### src/lcgf_pkg.sv
// Package for the four-constant 64-bit LCG: modes, microcode word, control store, constants.
`timescale 1ns / 1ps
package lcgf_pkg;

  localparam int unsigned PcW = 5;

  typedef enum logic [2:0] {
    MODE_SEED      = 3'd0,
    MODE_STIR      = 3'd1,
    MODE_DRAW32    = 3'd2,
    MODE_BOUNDED   = 3'd3,
    MODE_DRAW64    = 3'd4
  } mode_e;

  typedef enum logic [1:0] {
    MUL_NONE,
    MUL_LO,
    MUL_HI,
    MUL_BND
  } mul_op_e;

  typedef enum logic [1:0] {
    ST_NONE,
    ST_STEP,
    ST_SEED,
    ST_STIR
  } st_op_e;

  typedef enum logic [2:0] {
    RES_NONE,
    RES_ZERO,
    RES_SET_HI,
    RES_SET_LO,
    RES_BND
  } res_op_e;

  typedef struct packed {
    mul_op_e        mul;
    st_op_e         st;
    res_op_e        res;
    logic           jmp_clr;
    logic [PcW-1:0] target;
    logic           last;
  } ucode_t;

  typedef struct packed {
    logic    en;
    mul_op_e mul;
    st_op_e  st;
    res_op_e res;
  } dp_ctrl_t;

  localparam logic [PcW-1:0] EntrySeed     = 5'd0;
  localparam logic [PcW-1:0] EntryDraw32   = 5'd1;
  localparam logic [PcW-1:0] EntryBounded  = 5'd5;
  localparam logic [PcW-1:0] EntryDraw64   = 5'd10;
  localparam logic [PcW-1:0] EntryStir     = 5'd17;
  localparam logic [PcW-1:0] StirMain      = 5'd21;
  localparam logic [PcW-1:0] EntryUnused   = 5'd24;

  function automatic logic [31:0] lcg_mult(input logic [1:0] sel);
    logic [31:0] m;
    case (sel)
      2'd0:    m = 32'd1812433253;
      2'd1:    m = 32'd2094358901;
      2'd2:    m = 32'd1809384569;
      default: m = 32'd1740025465;
    endcase
    return m;
  endfunction

  function automatic logic [31:0] lcg_add(input logic [1:0] sel);
    logic [31:0] a;
    case (sel)
      2'd0:    a = 32'd123456789;
      2'd1:    a = 32'd239048723;
      2'd2:    a = 32'd958178125;
      default: a = 32'd281010345;
    endcase
    return a;
  endfunction

  function automatic logic [PcW-1:0] mode_entry(input logic [2:0] mode);
    logic [PcW-1:0] e;
    case (mode)
      MODE_SEED:      e = EntrySeed;
      MODE_STIR:      e = EntryStir;
      MODE_DRAW32:    e = EntryDraw32;
      MODE_BOUNDED:   e = EntryBounded;
      MODE_DRAW64:    e = EntryDraw64;
      default:        e = EntryUnused;
    endcase
    return e;
  endfunction

  function automatic ucode_t uc(input mul_op_e m, input st_op_e s, input res_op_e r,
                                input logic last);
    ucode_t w;
    w.mul     = m;
    w.st      = s;
    w.res     = r;
    w.jmp_clr = 1'b0;
    w.target  = '0;
    w.last    = last;
    return w;
  endfunction

  // control store; a generator step is MUL_LO, MUL_HI, ST_STEP
  function automatic ucode_t ucode_rom(input logic [PcW-1:0] pc);
    ucode_t w;
    case (pc)
      5'd0:  w = uc(MUL_NONE, ST_SEED, RES_ZERO,   1'b1);
      5'd1:  w = uc(MUL_LO,   ST_NONE, RES_ZERO,   1'b0);
      5'd2:  w = uc(MUL_HI,   ST_NONE, RES_NONE,   1'b0);
      5'd3:  w = uc(MUL_NONE, ST_STEP, RES_NONE,   1'b0);
      5'd4:  w = uc(MUL_NONE, ST_NONE, RES_SET_LO, 1'b1);
      5'd5:  w = uc(MUL_LO,   ST_NONE, RES_ZERO,   1'b0);
      5'd6:  w = uc(MUL_HI,   ST_NONE, RES_NONE,   1'b0);
      5'd7:  w = uc(MUL_NONE, ST_STEP, RES_NONE,   1'b0);
      5'd8:  w = uc(MUL_BND,  ST_NONE, RES_NONE,   1'b0);
      5'd9:  w = uc(MUL_NONE, ST_NONE, RES_BND,    1'b1);
      5'd10: w = uc(MUL_LO,   ST_NONE, RES_ZERO,   1'b0);
      5'd11: w = uc(MUL_HI,   ST_NONE, RES_NONE,   1'b0);
      5'd12: w = uc(MUL_NONE, ST_STEP, RES_NONE,   1'b0);
      5'd13: w = uc(MUL_LO,   ST_NONE, RES_SET_HI, 1'b0);
      5'd14: w = uc(MUL_HI,   ST_NONE, RES_NONE,   1'b0);
      5'd15: w = uc(MUL_NONE, ST_STEP, RES_NONE,   1'b0);
      5'd16: w = uc(MUL_NONE, ST_NONE, RES_SET_LO, 1'b1);
      5'd17: begin
        // skip the extra step when the top state bit is clear
        w         = uc(MUL_LO, ST_NONE, RES_ZERO, 1'b0);
        w.jmp_clr = 1'b1;
        w.target  = StirMain;
      end
      5'd18: w = uc(MUL_HI,   ST_NONE, RES_NONE,   1'b0);
      5'd19: w = uc(MUL_NONE, ST_STEP, RES_NONE,   1'b0);
      5'd20: w = uc(MUL_LO,   ST_NONE, RES_NONE,   1'b0);
      5'd21: w = uc(MUL_HI,   ST_NONE, RES_NONE,   1'b0);
      5'd22: w = uc(MUL_NONE, ST_STEP, RES_NONE,   1'b0);
      5'd23: w = uc(MUL_NONE, ST_STIR, RES_NONE,   1'b1);
      default: w = uc(MUL_NONE, ST_NONE, RES_ZERO, 1'b1);
    endcase
    return w;
  endfunction

endpackage

### src/lcgf_datapath.sv
// Datapath: generator state, shared 32x32 multiplier, partial products and result word.
`timescale 1ns / 1ps
module lcgf_datapath (
  input  logic              clk_i,
  input  logic              rst_ni,
  input  lcgf_pkg::dp_ctrl_t ctrl_i,
  input  logic [31:0]       seed_i,
  input  logic [31:0]       rmax_i,
  output logic              top_bit_o,
  output logic [63:0]       res_next_o
);
  import lcgf_pkg::*;

  logic [63:0] state_q, state_d;
  logic [63:0] acc_q, acc_d;
  logic [31:0] prod_q, prod_d;
  logic [63:0] res_q;
  logic [31:0] mul_a, mul_b, hi, lo, rot;
  logic [63:0] mul_p;
  logic [1:0]  sel;

  assign hi  = state_q[63:32];
  assign lo  = state_q[31:0];
  assign sel = state_q[33:32];
  assign rot = {hi[26:0], hi[31:27]};

  always_comb begin
    mul_a = lo;
    mul_b = lcg_mult(sel);
    case (ctrl_i.mul)
      MUL_HI:  mul_a = hi;
      MUL_BND: begin
        mul_a = hi;
        mul_b = rmax_i;
      end
      default: mul_a = lo;
    endcase
  end

  assign mul_p = {32'd0, mul_a} * {32'd0, mul_b};

  always_comb begin
    acc_d  = acc_q;
    prod_d = prod_q;
    case (ctrl_i.mul)
      MUL_LO, MUL_BND: acc_d = mul_p;
      MUL_HI:          prod_d = mul_p[31:0];
      default:         acc_d = acc_q;
    endcase
  end

  always_comb begin
    state_d = state_q;
    case (ctrl_i.st)
      ST_STEP: state_d = acc_q + {prod_q, 32'd0} + {32'd0, lcg_add(sel)};
      ST_SEED: state_d = {32'd0, seed_i};
      ST_STIR: state_d = {hi, lo + (rot ^ seed_i)};
      default: state_d = state_q;
    endcase
  end

  always_comb begin
    res_next_o = res_q;
    case (ctrl_i.res)
      RES_ZERO:   res_next_o = '0;
      RES_SET_HI: res_next_o = {hi, res_q[31:0]};
      RES_SET_LO: res_next_o = {res_q[63:32], hi};
      RES_BND:    res_next_o = {res_q[63:32], acc_q[63:32]};
      default:    res_next_o = res_q;
    endcase
  end

  assign top_bit_o = state_q[63];

  always_ff @(posedge clk_i or negedge rst_ni) begin
    if (!rst_ni) begin
      state_q <= '0;
    end else if (ctrl_i.en) begin
      state_q <= state_d;
    end
  end

  always_ff @(posedge clk_i) begin
    if (ctrl_i.en) begin
      acc_q  <= acc_d;
      prod_q <= prod_d;
      res_q  <= res_next_o;
    end
  end

endmodule

### src/lcg64_four_constant_rng.sv
// Top level: stream ports, microcode sequencer and output register of the four-constant LCG.
// Usage: one transaction on the s_axis side carries a mode in tuser and the seed and bound
// in tdata; each gives exactly one 64-bit transaction on the m_axis side.
// Items are worked one at a time by a microprogram stepping through a control store;
// s_axis_tready is high whenever no program runs, also while a result waits.
// The result is loaded into the output register when the last microstep of the program
// completes; stir runs an extra step when the top state bit is set.
// Each generator step takes three microsteps through the one 32x32 multiplier:
// low half product, high half product, then the 64-bit add of state.
// The next item is taken at the earliest in the cycle after the last microstep;
// no new item is taken while a program runs.
// Reset clears the state to zero, stops any program and drops m_axis_tvalid.
// A stalled receiver holds the result; a program that finishes meanwhile waits on
// its last microstep until the output register is free.
`timescale 1ns / 1ps
module lcg64_four_constant_rng (
  input  logic        clk_i,
  input  logic        rst_ni,
  input  logic        s_axis_tvalid,
  output logic        s_axis_tready,
  input  logic [63:0] s_axis_tdata,   // [31:0] seed_value, [63:32] range_max
  input  logic [2:0]  s_axis_tuser,   // [2:0] mode
  output logic        m_axis_tvalid,
  input  logic        m_axis_tready,
  output logic [63:0] m_axis_tdata    // [63:0] value
);
  import lcgf_pkg::*;

  logic           busy_q, busy_d;
  logic [PcW-1:0] pc_q, pc_d;
  logic [31:0]    seed_q, rmax_q;
  logic           out_valid_q, out_valid_d;
  logic [63:0]    out_q;
  logic [63:0]    res_next;
  logic           top_bit;
  logic           in_acc, out_free, adv, finish;
  ucode_t         cw;
  dp_ctrl_t       ctrl;

  assign cw            = ucode_rom(pc_q);
  assign in_acc        = s_axis_tvalid && s_axis_tready;
  assign out_free      = !out_valid_q || m_axis_tready;
  assign adv           = busy_q && (!cw.last || out_free);
  assign finish        = adv && cw.last;
  assign s_axis_tready = !busy_q;

  assign ctrl.en  = adv;
  assign ctrl.mul = cw.mul;
  assign ctrl.st  = cw.st;
  assign ctrl.res = cw.res;

  always_comb begin
    busy_d      = busy_q;
    pc_d        = pc_q;
    out_valid_d = out_valid_q;
    if (m_axis_tready) begin
      out_valid_d = 1'b0;
    end
    if (finish) begin
      busy_d      = 1'b0;
      out_valid_d = 1'b1;
    end else if (adv) begin
      pc_d = (cw.jmp_clr && !top_bit) ? cw.target : pc_q + 1'b1;
    end
    if (in_acc) begin
      busy_d = 1'b1;
      pc_d   = mode_entry(s_axis_tuser);
    end
  end

  always_ff @(posedge clk_i or negedge rst_ni) begin
    if (!rst_ni) begin
      busy_q      <= 1'b0;
      pc_q        <= '0;
      out_valid_q <= 1'b0;
    end else begin
      busy_q      <= busy_d;
      pc_q        <= pc_d;
      out_valid_q <= out_valid_d;
    end
  end

  always_ff @(posedge clk_i) begin
    if (in_acc) begin
      seed_q <= s_axis_tdata[31:0];
      rmax_q <= s_axis_tdata[63:32];
    end
    if (finish) begin
      out_q <= res_next;
    end
  end

  lcgf_datapath u_dp (
    .clk_i      (clk_i),
    .rst_ni     (rst_ni),
    .ctrl_i     (ctrl),
    .seed_i     (seed_q),
    .rmax_i     (rmax_q),
    .top_bit_o  (top_bit),
    .res_next_o (res_next)
  );

  assign m_axis_tvalid = out_valid_q;
  assign m_axis_tdata  = out_q;

  a_finish_loads_out : assert property (@(posedge clk_i) disable iff (!rst_ni)
    finish |=> m_axis_tvalid && !busy_q && (m_axis_tdata == $past(res_next)))
    else $error("finished program did not load the output register");

  a_no_overwrite : assert property (@(posedge clk_i) disable iff (!rst_ni)
    m_axis_tvalid && !m_axis_tready |-> !finish)
    else $error("result overwritten while receiver stalls");

  a_seed_gives_zero : assert property (@(posedge clk_i) disable iff (!rst_ni)
    adv && (cw.st == ST_SEED) |-> res_next == '0)
    else $error("seed program produced a non-zero value");

  a_accept_starts : assert property (@(posedge clk_i) disable iff (!rst_ni)
    in_acc |=> busy_q && (pc_q == mode_entry($past(s_axis_tuser))))
    else $error("accepted item did not start its program");

endmodule

### config.mk
export PLATFORM = sky130hd
export DESIGN_NAME = lcg64_four_constant_rng
export DESIGN_NICKNAME = d
export VERILOG_FILES = /design/src/lcgf_pkg.sv /design/src/lcgf_datapath.sv /design/src/lcg64_four_constant_rng.sv
export SDC_FILE = /design/constraint.sdc
export NUM_CORES = 2
export LEC_CHECK = 0
export BUFFER_PORTS_ARGS = -buffer_cell sky130_fd_sc_hd__buf_2
export CAP_MARGIN = 30
export CORE_MARGIN = 10
export CORE_UTILIZATION = 45
export CTS_BUF_LIST = sky130_fd_sc_hd__clkbuf_8
export DETAILED_ROUTE_END_ITERATION = 8
export PLACE_DENSITY_LB_ADDON = 0.2
export SETUP_SLACK_MARGIN = 0.3
export SYNTH_ARGS = -nofsm -noshare
export SYNTH_HDL_FRONTEND = slang
export SYNTH_SLANG_ARGS = --single-unit
### constraint.sdc
create_clock -name clk_i -period 9.66 [get_ports clk_i]
set_input_delay 2.415 -clock clk_i [delete_from_list [all_inputs] [get_ports clk_i]]
set_output_delay 2.415 -clock clk_i [all_outputs]
set_load 0.02 [all_outputs]
# Word-level counts from Yosys, hierarchy flattened
# Memories as Yosys holds them, arrays and structs flattened.
# Index checks and enable logic that the tools add are counted.
[op_classes]
add_sub_neg = 4
n_bitwise = 2
multipliers = 1
eq_ne = 17
reduce_logical = 24
div = 0
shift = 0
magnitude_cmp = 0
muxes = 16
[op_table]
columns = ["operator", "count"]
rows = [
  ["one-hot mux 64 bit (4 select lines)", 1],
  ["one-hot mux 64 bit (3 select lines)", 1],
  ["two-way mux 32 bit", 3],
  ["one-hot mux 30 bit (3 select lines)", 1],
  ["one-hot mux 29 bit (3 select lines)", 1],
  ["adder 64 x 32 -> 64 bit", 1],
  ["adder 64 bit", 1],
  ["multiplier 32 x 32 -> 64 bit", 1],
  ["adder 32 bit", 1],
  ["XOR 32 bit", 1],
  ["one-hot mux 5 bit (5 select lines)", 1],
  ["two-way mux 5 bit", 4],
  ["== test 3 x 2 -> 1 bit, second input constant", 4],
  ["== test 2 bit, second input constant", 5],
  ["AND reduction 2 bit", 4],
  ["nonzero test 2 bit", 4],
  ["== test 2 x 1 -> 1 bit, second input constant", 3],
  ["== test 3 x 1 -> 1 bit, second input constant", 2],
  ["== test 3 bit, second input constant", 2],
  ["adder 5 x 1 -> 5 bit, second input constant", 1],
  ["logical AND 1 bit", 4],
  ["logical NOT 1 bit", 4],
  ["two-way mux 1 bit", 4],
  ["OR reduction 2 bit", 2],
  ["7 further kinds", 8],
]
[word_totals]
regBits = 359
out_inout_bits = 66
latchBits = 0
n_memories = 1
rom_bits = 384
ram_bits = 0
[memory_table]
columns = ["memory", "words", "word_bits", "read_ports", "rd_ports_with_merged_regs", "wr", "line", "source"]
rows = [
  ["(name not given)", 32, 12, 1, 0, 0, "lcgf_pkg.sv:111", "case (pc)"],
]

# Depth between registers and ports, before layout
[logic_depth]
word_depth = 7
depth_mapped = 38
mapped_depth_nobuf = 35

# Hierarchy
# A second synthesis with hierarchy kept.
[hier_totals]
hier_cells = 5357
area_unflattened_um2 = 51419.3
[modules_own_cells]
columns = ["mod", "seq_area_each_um2", "cells_per_inst", "n_inst", "area_each_um2"]
rows = [
  ["lcgf_datapath", 6406.1, 5148, 1, 46908.7],
  ["lcg64_four_constant_rng", 4018.9, 209, 1, 4510.6],
]

# Least setup slack after synthesis
# No wires, ideal clock.
[synth_timing]
kind = "register to register"
startpoint = "register pc_q[1]"
endpoint = "register u_dp.acc_q[62], data pin"
path_buffers = 4
arrival_time_ps = 8794
setup_slack_ps = 604
path_stages_with_launch = 34
cell_sequence = "dfrtp_1 inv_1 ha_1 o22ai_1 o21ai_0 buf_2 buf_1 mux2i_1 clkbuf_1 nor2_1 fa_1 fa_1 inv_1 fa_1 fa_1 inv_1 fa_1 fa_1 fa_1 inv_1 fa_1 inv_1 ha_1 clkbuf_1 nand3_1 nor2_1 nand3_1 a2111oi_1 o31ai_1 a21oi_1 nand2b_1 nand2_1 a211oi_1 xnor2_1"
[synth_via]
elab_chain_len = 5
elab_cells_between_ends = 7
classes_between = "1 x mul; 2 x eq/ne; 2 x mux; 1 x reduce/logical; 1 x memory"
[synth_lines]
columns = ["item", "line", "source"]
rows = [
  ["start, declared", "lcg64_four_constant_rng.sv:30", "logic [PcW-1:0] pc_q, pc_d;"],
  ["start signal, assigned", "lcg64_four_constant_rng.sv:78", "pc_q <= pc_d;"],
  ["memory read (32 x 12 bit) (*)", "--", ""],
  ["== test 2 bit", "lcgf_datapath.sv:30", "case (ctrl_i.mul)"],
  ["OR reduction 2 bit (no source line)", "--", ""],
  ["two-way mux 32 bit", "lcgf_datapath.sv:30", ""],
  ["multiplier 32 x 32 -> 64 bit (*)", "lcgf_datapath.sv:40", "assign mul_p = {32'd0, mul_a} * {32'd0, mul_b};"],
  ["via u_dp.mul_p[62]", "lcgf_datapath.sv:19", "logic [63:0] mul_p;"],
  ["end signal, assigned", "lcgf_datapath.sv:85", "acc_q <= acc_d;"],
  ["end, declared", "lcgf_datapath.sv:15", "logic [63:0] acc_q, acc_d;"],
]
# Mark *: on every way through the listed nets, which the timed path passes. The rest lies on a longest branch.
# A chain may end at the register's enable or synchronous reset.

# Worst setup path after layout
[layout_timing]
startpoint = "register pc_q[1]"
endpoint = "register u_dp.acc_q[57], data pin"
# Same word-level chain as after synthesis.

==> results.txt <==
----------------------------------------------------
[Yosys]
  Post-synthesis cell count ... 5357
  Asr flop ratio synth ... 19.8%
  Flip-flop and latch count after synthesis ... 359
  Synthesized Nets ... 6691
  Synthesized area per cell ... 9.52 sq um
  Share of the yosys chip area belonging to registers ... 20.4%
  Count of flip-flops with a built-in enable after synthesis ... 288
  Most used flip-flop cell after synthesis ... sky130_fd_sc_hd__edfxtp_1
  Synth area leaders ... sky130_fd_sc_hd__fa_1 (35%), sky130_fd_sc_hd__edfxtp_1 (17%), sky130_fd_sc_hd__ha_1 (9.0%)
  Synth top cells by count ... sky130_fd_sc_hd__inv_1 (920), sky130_fd_sc_hd__fa_1 (898), sky130_fd_sc_hd__nor2_1 (747)
  Number of distinct standard cells referenced by the synthesized netlist ... 77
  Most frequently used cell type in the post-synthesis netlist ... sky130_fd_sc_hd__inv_1
  Cell area after technology mapping ... 51000 sq um
  Largest area contributor in the netlist ... sky130_fd_sc_hd__fa_1
  Yosys top cell area share ... 35.3%
  Number of warnings issued by yosys ... 0

[Timing]
  Setup repair after global routing missed its margin ... false
  Clock tree skew after final layout ... 39.2 ps
  Number of endpoints with negative hold slack in the final report ... 0
  Fin Hold WS ... 548 ps
  Final number of setup-violating endpoints ... 0
  Minimum period implied by the final worst setup slack ... 9160 ps
  Final period util ... 94.8%
  Relative max-transition margin ... 35.0%
  Upper clock frequency limit ... 109 MHz
  Final setup slack of the worst path ... 499 ps
  Final count of pins violating max slew ... 0
  Actual transition at the worst max-transition pin ... 976 ps

[Cells and area]
  # fillers ... 10401
  Number of nets in the layout ... 7027
  Util after Layout ... 51.8%
  Share of layout cells above drive strength 1 ... 13.8%
  Area growth syn-to-layout ... 14.2%
  Final non-filler cell total ... 7242
  Area used by sequential logic in the layout ... 10400 sq um
  Footprint of the multi-input gates ... 36800 sq um

[Global routing]
  Global-route usage over all layers ... 29.5%
  Via count of the first global-routing pass ... 42029
  Maximum number of pins on one net before global-route repair ... 66
  Total overflow reported by the global router ... 0
  Number of antenna violations at the first check in global routing ... 8
  First-pass GRT wire length ... 278000 um

[Critical path]
  Highest net fanout along the worst path ... 8
  Cell type with the highest occurrence count on the critical path ... sky130_fd_sc_hd__fa_1
  Critical path class ... reg2reg
  Sort of element at the start of the critical path ... flop
  Worst Setup End Kind ... flop
  Req. time, crit path ... 10110 ps
  FF-to-FF Start ... pc_q[1]
  Worst path slowest cell ... sky130_fd_sc_hd__fa_1
  Critical Path Source ... pc_q[1]
  Worst endpoint data arrival time ... 9610 ps
  Register-to-register path setup slack ... 500 ps
  Largest stage delay, worst path ... 530 ps

[Hold path]
  Worst min path class ... reg2reg
  Launch point of the worst hold path ... m_axis_tvalid

[Route]
  Final routed DRC violation total ... 0
  Initial drt markers ... 4207
  Detailed Routing Iterations Pass 1 ... 8
  Vias per Instance ... 5.71
  Detail-routed net length per standard cell ... 26.3 um
  Final WL ... 191000 um
  Number of vias after detailed routing ... 41336
  Number of antenna-violating nets in the routed design ... 0

[Job]
  Count of max-cap constraint violations ... 0

[Place]
  HPWL reported at the end of detailed placement ... 154000 um
  Setup slack at placement ... -144 ps
  Final Wtd Congestion ... 1.06
  Cell count after placement ... 7102
  PortBufs ... 136

[Die]
  Starting density of the core ... 45.3%
  Vertical die dimension ... 357 um
  Number of top-level pins ... 137
  Area of the die ... 127000 sq um
  Cell Rows ... 123
  Core Region ... 112000 sq um
  Die width ... 357 um

[Clock tree]
  Number of buffers on the longest clock path ... 3
  Worst-path clk slew ... 70 ps
  H-Tree Level Count ... 2
  CTS root buffer ... sky130_fd_sc_hd__clkbuf_8
  Clock tree from TritonCTS ... built
  Clock sink count ... 359
  Cts bufs inserted ... 60
  Clock latency reported for the late side of the worst-skew pair ... 730 ps

[Status]
  Run status ... completed

----------------------------------------------------
==> worst max-delay path: cells and delay by family, from the launching register on <==
kind | cells | cell delay (ps)
flip-flops | 1 | 460
adder cells (fa/ha/maj) | 10 | 3980
buffers and inverters | 10 | 1330
XOR/XNOR | 1 | 130
AND/OR/NAND/NOR | 5 | 1020
AO/OA/AOI/OAI | 10 | 1970
==> timing repair <==
item,in CTS,in global routing
setup endpoints to repair,19,27
buffers inserted,2,19
gates resized for setup,22,92
pin swaps,1,33
hold buffers,0,0
cloned,0,8
==> sequential cells by signal (all words and copies together) (netlist names) <==
register and flops:
u_dp.res_q 64, seed_q 32, rmax_q 32, m_axis_tdata 64, m_axis_tvalid 1, pc_q 5, busy_q 1, u_dp.acc_q 64
u_dp.state_q 64, u_dp.prod_q 32
==> cell usage in the layout, fill, tap and decap left out, types with 19 or more instances in the layout <==
cell                       synthesis  layout
sky130_fd_sc_hd__a21o_1          106     102
sky130_fd_sc_hd__a21oi_1         182     170
sky130_fd_sc_hd__a221oi_1         24      23
sky130_fd_sc_hd__a22o_1           34      34
sky130_fd_sc_hd__a22oi_1          64      64
sky130_fd_sc_hd__a31oi_1          26      25
sky130_fd_sc_hd__and3_1           20      19
sky130_fd_sc_hd__buf_12            0      43
sky130_fd_sc_hd__buf_2             6     135
sky130_fd_sc_hd__buf_4             1     329
sky130_fd_sc_hd__clkbuf_8          0      61
sky130_fd_sc_hd__dfrtp_1          71      70
sky130_fd_sc_hd__edfxtp_1        288     288
sky130_fd_sc_hd__fa_1            898     891
sky130_fd_sc_hd__ha_1            365     354
sky130_fd_sc_hd__inv_1           920     928
sky130_fd_sc_hd__mux2_2           29      27
sky130_fd_sc_hd__mux2i_2           0      25
sky130_fd_sc_hd__nand2_1         583     581
sky130_fd_sc_hd__nand2b_1         22      22
sky130_fd_sc_hd__nand3_1          41      39
sky130_fd_sc_hd__nand4_1          27      27
sky130_fd_sc_hd__nor2_1          747     735
sky130_fd_sc_hd__nor2b_1          27      26
sky130_fd_sc_hd__nor3_1           22      22
sky130_fd_sc_hd__o21a_1           21      19
sky130_fd_sc_hd__o21ai_0         165     154
sky130_fd_sc_hd__o21bai_1         20      19
sky130_fd_sc_hd__xnor2_1          89      88
sky130_fd_sc_hd__xor2_1           87      87
==> routing by layer <==
| metal | wire length, um | up-vias | GRT usage, % |
|---|---|---|---|
| met2 | 83400 | 2235 | 45.2 |
| met3 | 21500 | 422 | 7.73 |
| met5 | 188 | - | 0.792 |
| met4 | 9410 | 10 | 11.7 |
| li1 | - | 17683 | - |
| met1 | 76100 | 20986 | 39.8 |
==> worst paths after layout <==
check,end,depth (start not counted)
setup / recovery,u_dp.acc_q[57],36
hold / removal,m_axis_tvalid,2
min in group asynchronous,m_axis_tvalid,1
hold reg to reg,m_axis_tvalid,2
max in group asynchronous,pc_q[1],2
setup reg to reg,u_dp.acc_q[57],36
==> metrics by stage <==
step                setup TNS [ps]  area [sq um]
global route                     0         58200
global placement              -275         56000
CTS                              0         57400
finish                           0         58200
floorplan                        0         51000
detailed placement            -428         56100
==> kinds of logic after synthesis <==
family          synth area share, %
compound gates                 9.78
xor+xnor                       3.02
fa+ha+maj                      44.2
buf+inv                        8.70
flops                          20.4
mux                            1.37
simple gates                   12.5
==> layout make-up <==
type / count / area share (%)
diodes: 1 / 0.00430
clock buffers: 61 / 1.44
clock inverters: 49 / 0.670
inverters: 920 / 5.93
multi-input cells: 3819 / 63.2
flip-flops and latches: 359 / 17.9
well taps: 1500 / 3.22
repair buffers: 533 / 7.62
Power is not shown: default switching activity piles up to over one toggle a cycle in this logic, so the estimate is an artifact.
